## src/mpp_pkg.sv

```systemverilog
// shared constants, action codes and controller/datapath interface types
// for the multichannel pwm port; no dependencies
package mpp_pkg;

    localparam int ACT_W      = 3;
    localparam int CH_FIELD_W = 5;
    localparam int VAL_W      = 24;
    localparam int RATE_W     = 24;
    localparam int PORT_W     = 32;
    localparam int FRAC_W     = 15;

    localparam int DEF_CHANNELS   = 32;
    localparam int DEF_COUNT_BITS = 24;

    localparam logic [RATE_W-1:0] RATE_RESET    = 24'd250000;
    localparam int                PERIOD_RESET  = 250;
    localparam logic [FRAC_W-1:0] FULL_DUTY     = 15'd25600;
    // 25600 = 256 * 100
    localparam int                DUTY_SHIFT    = 8;
    localparam logic [VAL_W-1:0]  DUTY_DIVISOR  = 24'd100;

    localparam logic [ACT_W-1:0] ACT_TICK   = 3'd0;
    localparam logic [ACT_W-1:0] ACT_LEVEL  = 3'd1;
    localparam logic [ACT_W-1:0] ACT_DUTY   = 3'd2;
    localparam logic [ACT_W-1:0] ACT_FREQ   = 3'd3;
    localparam logic [ACT_W-1:0] ACT_PERIOD = 3'd4;
    localparam logic [ACT_W-1:0] ACT_READ   = 3'd5;

    typedef struct packed {
        logic load;
        logic tick;
        logic set_level;
        logic set_frac;
        logic div_freq;
        logic per_from_val;
        logic per_from_div;
        logic mul;
        logic mul_new;
        logic scale;
        logic duty_commit;
        logic period_commit;
        logic out_load;
    } t_cmd;

    typedef struct packed {
        logic ch_ok;
        logic div_done;
        logic out_free;
    } t_status;

endpackage

```

## src/mpp_ctrl.sv

```systemverilog
// sequencing state machine for the multichannel pwm port
// depends on mpp_pkg; drives the datapath through t_cmd
module mpp_ctrl
    import mpp_pkg::*;
(
    input  logic             i_clk,
    input  logic             i_rst_n,
    input  logic             i_in_valid,
    input  logic [ACT_W-1:0] i_action,
    input  t_status          i_status,
    output logic             o_in_ready,
    output t_cmd             o_cmd
);

    typedef enum logic [2:0] {
        S_IDLE,
        S_MUL,
        S_SCALE,
        S_COMMIT,
        S_FWAIT,
        S_DONE
    } t_state;

    t_state r_state, n_state;
    logic   r_new_per, n_new_per;
    logic   r_in_ready, n_in_ready;
    t_cmd   cmd;

    always_comb begin
        n_state   = r_state;
        n_new_per = r_new_per;
        cmd       = '0;
        unique case (r_state)
            S_IDLE: begin
                if (i_in_valid) begin
                    cmd.load = 1'b1;
                    n_state  = S_DONE;
                    unique case (i_action)
                        ACT_TICK: begin
                            cmd.tick = 1'b1;
                        end
                        ACT_LEVEL: begin
                            cmd.set_level = i_status.ch_ok;
                        end
                        ACT_DUTY: begin
                            if (i_status.ch_ok) begin
                                cmd.set_frac = 1'b1;
                                n_new_per    = 1'b0;
                                n_state      = S_MUL;
                            end
                        end
                        ACT_FREQ: begin
                            if (i_status.ch_ok) begin
                                cmd.div_freq = 1'b1;
                                n_new_per    = 1'b1;
                                n_state      = S_FWAIT;
                            end
                        end
                        ACT_PERIOD: begin
                            if (i_status.ch_ok) begin
                                cmd.per_from_val = 1'b1;
                                n_new_per        = 1'b1;
                                n_state          = S_MUL;
                            end
                        end
                        default: begin
                            // read pin and unused codes change nothing
                        end
                    endcase
                end
            end
            S_FWAIT: begin
                if (i_status.div_done) begin
                    cmd.per_from_div = 1'b1;
                    n_state          = S_MUL;
                end
            end
            S_MUL: begin
                cmd.mul     = 1'b1;
                cmd.mul_new = r_new_per;
                n_state     = S_SCALE;
            end
            S_SCALE: begin
                cmd.scale = 1'b1;
                n_state   = S_COMMIT;
            end
            S_COMMIT: begin
                cmd.period_commit = r_new_per;
                cmd.duty_commit   = !r_new_per;
                n_state           = S_DONE;
            end
            S_DONE: begin
                if (i_status.out_free) begin
                    cmd.out_load = 1'b1;
                    n_state      = S_IDLE;
                end
            end
            default: begin
                n_state = S_IDLE;
            end
        endcase
        n_in_ready = (n_state == S_IDLE);
    end

    always_ff @(posedge i_clk) begin
        if (!i_rst_n) begin
            r_state    <= S_IDLE;
            r_new_per  <= 1'b0;
            r_in_ready <= 1'b1;
        end else begin
            r_state    <= n_state;
            r_new_per  <= n_new_per;
            r_in_ready <= n_in_ready;
        end
    end

    assign o_in_ready = r_in_ready;
    assign o_cmd      = cmd;

endmodule

```

## config.mk

```make
export PLATFORM = sky130hd
export DESIGN_NAME = mpp_ctrl
export DESIGN_NICKNAME = d
export VERILOG_FILES = /design/src/mpp_pkg.sv /design/src/mpp_ctrl.sv
export SDC_FILE = /design/constraint.sdc
export NUM_CORES = 1
export LEC_CHECK = 0
export BUFFER_PORTS_ARGS = -buffer_cell sky130_fd_sc_hd__clkbuf_2
export CAP_MARGIN = 40
export CORE_ASPECT_RATIO = 0.9
export CORE_MARGIN = 10
export CORE_UTILIZATION = 27
export DETAILED_ROUTE_END_ITERATION = 16
export PLACE_DENSITY_LB_ADDON = 0.1
export SLEW_MARGIN = 10
export SYNTH_ARGS = -nofsm -noshare
export SYNTH_HDL_FRONTEND = slang
export SYNTH_SLANG_ARGS = --single-unit
```

## constraint.sdc

```tcl
create_clock -name i_clk -period 2.5 [get_ports i_clk]
set_input_delay 0.5 -clock i_clk [delete_from_list [all_inputs] [get_ports i_clk]]
set_output_delay 0.5 -clock i_clk [all_outputs]
set_load 0.1 [all_outputs]
```

**Word-level counts from Yosys, hierarchy flattened**

Cells that the tools add are included.

- Register bits: 5
- Word-level logic and storage cells: 47
- Output and inout bits: 14
- Bits of input ports: 9

- Reduce and logical (&&, ||, !) cells: 8
- Mux-type cells: 25
- Equal/unequal tests: 11

Operators by type and width:

| cell | number |
|---|---|
| case mux 3 bit (6 select lines) | 1 |
| 2-to-1 mux 1 bit | 14 |
| == test 3 x 2 -> 1 bit, second input constant | 4 |
| 2-to-1 mux 3 bit | 4 |
| 2-to-1 mux 6 bit | 2 |
| == test 3 bit, second input constant | 3 |
| zero test 3 bit | 3 |
| == test 3 x 1 -> 1 bit, second input constant | 2 |
| case mux 3 bit (2 select lines) | 1 |
| AND reduction 5 bit | 1 |
| 2-to-1 mux 2 bit | 2 |
| OR reduction 2 bit | 2 |
| inequality test 2 x 1 -> 1 bit, second input constant | 1 |
| inequality test 2 bit, second input constant | 1 |
| case mux 1 bit (2 select lines) | 1 |
| nonzero test 2 bit | 1 |
| zero test 1 bit | 1 |

**Longest topological paths before layout**

- Depth in word-level cells: 6
- Gate-level depth with buffers: 7
- Mapped depth without buffers: 5

**Worst setup path after synthesis**

Ideal clock, no wire load.

- Kind: input to output
- From: input i_in_valid
- To: output o_cmd[8] (netlist name)
- Buffers on the path: 1
- Required time: 2.000 ns
- Path slack: -1.947 ns
- Arrival: 3.947 ns
- Stages: 3
- Cell sequence: or4b_4 > buf_6 > nor4_1

RTL lines:

| element | RTL line | text |
|---|---|---|
| from (decl) | mpp_ctrl.sv:8 | `input logic i_in_valid,` |
| to (decl) | mpp_ctrl.sv:12 | `output t_cmd o_cmd` |

==> run metrics <==
placed instance area 661.9 um2; post-synth top area share 0.2381; WP data arrival 1850 ps; fmax between 0.4 and 0.5 GHz; share of the cycle needed by the critical path after routing 0.9409; clk slew on worst S/H paths around 50 ps; overall via count from detail_route ~440; number of buffers inserted during clock tree synthesis 3; pin slew with the least headroom to its limit 545.0 ps; sequential fraction of the synthesis area 0.2381; asr flop ratio synth 0; clock sink count 5; global-route usage over all layers 0.07497; maximum net fanout on the critical path 9; share of cells above drive strength 1 0.4933; First-pass DRT Iterations 4; worst flop-to-flop path startpoint r_state[1]; number of resized instances in the post-cts repair step 0; hold-fix buffers at CTS 0; number of nets with antenna violations after routing 0; quantity of I/O buffers inserted on ports 22; wire length per cell after detailed routing approximately 13 um; number of rows in the core area 13; total wirelength of the detailed-routed design 1162 um; Largest stage delay, worst path 660 ps; vias per std cell between 4 and 5; master of the slowest instance on the critical path sky130_fd_sc_hd__or4b_4; total count of max-transition violations in the final report 0; HP Class in -> reg; Die Span X about 60 um; global route total overflow 0; number of global-route vias before repair 450; skew final 4.348 ps; Final TNS setup 0 ps; unrepaired setup endpoints after global routing false; CP Cell Sequence or4b_4 -> nor4_4 -> buf_12; total of flip-flops plus latches after synthesis 5; initial core utilization 0.2872; floorplan die area 0.003538 mm2; GPL Wtd Cong 0.6469; post-layout instance area 688.2 um2; Setup violations, final 0; Area growth, synth to finish 63.69%; Clock Tree Buf Depth 2; number of remaining DRC errors 0; largest cells by area after synthesis sky130_fd_sc_hd__dfxtp_1 24%, sky130_fd_sc_hd__nor2b_1 6.0%, sky130_fd_sc_hd__buf_6 5.4%; antenna violations before repair 0; final HPWL from detailed placement 1011 um; area leader, netlist sky130_fd_sc_hd__dfxtp_1; global-route wire length before repair 2063 um; clock latency on the worst-skew pair ~240 ps; Unique masters post-synth 28; flip-flop cell with the highest count after synthesis sky130_fd_sc_hd__dfxtp_1; Power Dens Cells around 950 mW/mm2; start point of the critical path r_state[1]; post-synthesis instance total 53; Clk Tree Root Cell sky130_fd_sc_hd__clkbuf_4; number of maximum-capacitance violations 0; worst endpoint required time 2000 ps; run status finished, final reports clean; Peak supply drop 0.3883 mV; diode count 0; final core utilization 0.4701; CTS tree built; number of flops mapped to enable cells by yosys 0; crit end category primary output; net count of the mapped netlist 62; cell area after synthesis 420.4 um2; startpoint of the tightest hold check path i_rst_n; synth warn 0; 1st-iter DRT viols 17; Setup CP Type reg -> out; minimum clock period between 2000 and 2500 ps; total leakage power 0.2968 nW; setup bufs post-CTS 0; type of element launching the critical path register; hold violation count in the final report 0; maximum level of the CTS H-tree 1; y dimension of the die 57.44 um; total I/O pin count 23; Mapped Avg Cell Area 7.932 um2; final layout net count 85; worst-case headroom to the max-slew limit 0.6382; pin count of the biggest net entering global routing 11; Worst Hold Margin 507.3 ps; Std-Cell Core Area 0.001464 mm2
[cells by family after synthesis]
family | count (synthesis) | share of synthesized area
xor gates and xnor gates | 2 | 0.04167
buffers and inverters | 8 | 0.1161
DFF | 5 | 0.2381
and+or+nand+nor | 28 | 0.4315
AOI/OAI and AO/OA | 10 | 0.1726
[cell usage after synthesis (2+ instances only)]
cell type and count:
sky130_fd_sc_hd__dfxtp_1 5, sky130_fd_sc_hd__nor2_1 5, sky130_fd_sc_hd__nor2b_1 4, sky130_fd_sc_hd__nor3_1 4
sky130_fd_sc_hd__nand2_1 3, sky130_fd_sc_hd__o21ai_0 3, sky130_fd_sc_hd__and3_1 2, sky130_fd_sc_hd__buf_2 2
sky130_fd_sc_hd__buf_6 2, sky130_fd_sc_hd__inv_1 2, sky130_fd_sc_hd__nor3b_1 2, sky130_fd_sc_hd__nor4_1 2
sky130_fd_sc_hd__o21a_1 2
[stage by stage]
| stage | worst slack [ps] | instances | power [mW] |
|---|---|---|---|
| finish | 147.9 | 90 | 0.6515 |
| global route | 65.89 | 90 | 0.6910 |
| CTS | 124.3 | 90 | 0.6612 |
| detailed placement | 290.7 | 86 | 0.5643 |
| global placement | 301.6 | 86 | 0.5651 |
| floorplan | -187.8 | 53 | 0.4939 |
[final cells by class]
class                           instances  area [um2]
Clock buffer                            4       26.28
Fill cell                             142       775.7
Inverter                                3       12.51
Multi-Input combinational cell         40       322.8
Sequential cell                         5       100.1
Tap cell                               15       18.77
Timing Repair Buffer                   23       207.7
[sequential cells by signal, indices dropped and copies added (netlist names)]
signal,flops
r_state,3
o_in_ready,1
r_new_per,1
[critical path: cells and delay by family, from the launching register on]
family	cells	cell delay (ps)
and+or+nand+nor	2	1000
buffers and inverters	1	220
DFF	1	380
[per-layer routing]
| metal | share of wire | GRT usage |
|---|---|---|
| met1 | 0.44 | 0.09271 |
| met2 | 0.48 | 0.1069 |
| met3 | 0.068 | 0.03761 |
| met4 | 0.011 | 0.02866 |
| met5 | 0 | 0 |
[final timing paths]
check | end | slack [ps] | cells past startpoint
worst max register to register | r_new_per | 900 | 5
worst min register to register | r_new_per | 570 | 2
worst max-delay path | o_cmd[9] | 150 | 3
worst min-delay path | r_new_per | 510 | 3
[placed cells by master (no fill, tap or decap), types with 2 or more instances in the layout]
cell type	instances
sky130_fd_sc_hd__nand2_1	3
sky130_fd_sc_hd__buf_12	6
sky130_fd_sc_hd__clkbuf_4	3
sky130_fd_sc_hd__nor2_1	5
sky130_fd_sc_hd__nor3_1	2
sky130_fd_sc_hd__o21a_1	2
sky130_fd_sc_hd__o21ai_0	3
sky130_fd_sc_hd__nor4_4	3
sky130_fd_sc_hd__dfxtp_1	5
sky130_fd_sc_hd__nor2b_1	4
sky130_fd_sc_hd__clkbuf_2	16
sky130_fd_sc_hd__inv_1	2
sky130_fd_sc_hd__and3_1	2
[where the power goes]
group | switching, mW | internal, mW | leakage, nW
registers | 0.0305 | 0.102 | 0.0413
logic | 0.313 | 0.113 | 0.241
clock network | 0.0325 | 0.0603 | 0.0150
Note: power is estimated with default switching activity, not from simulation.
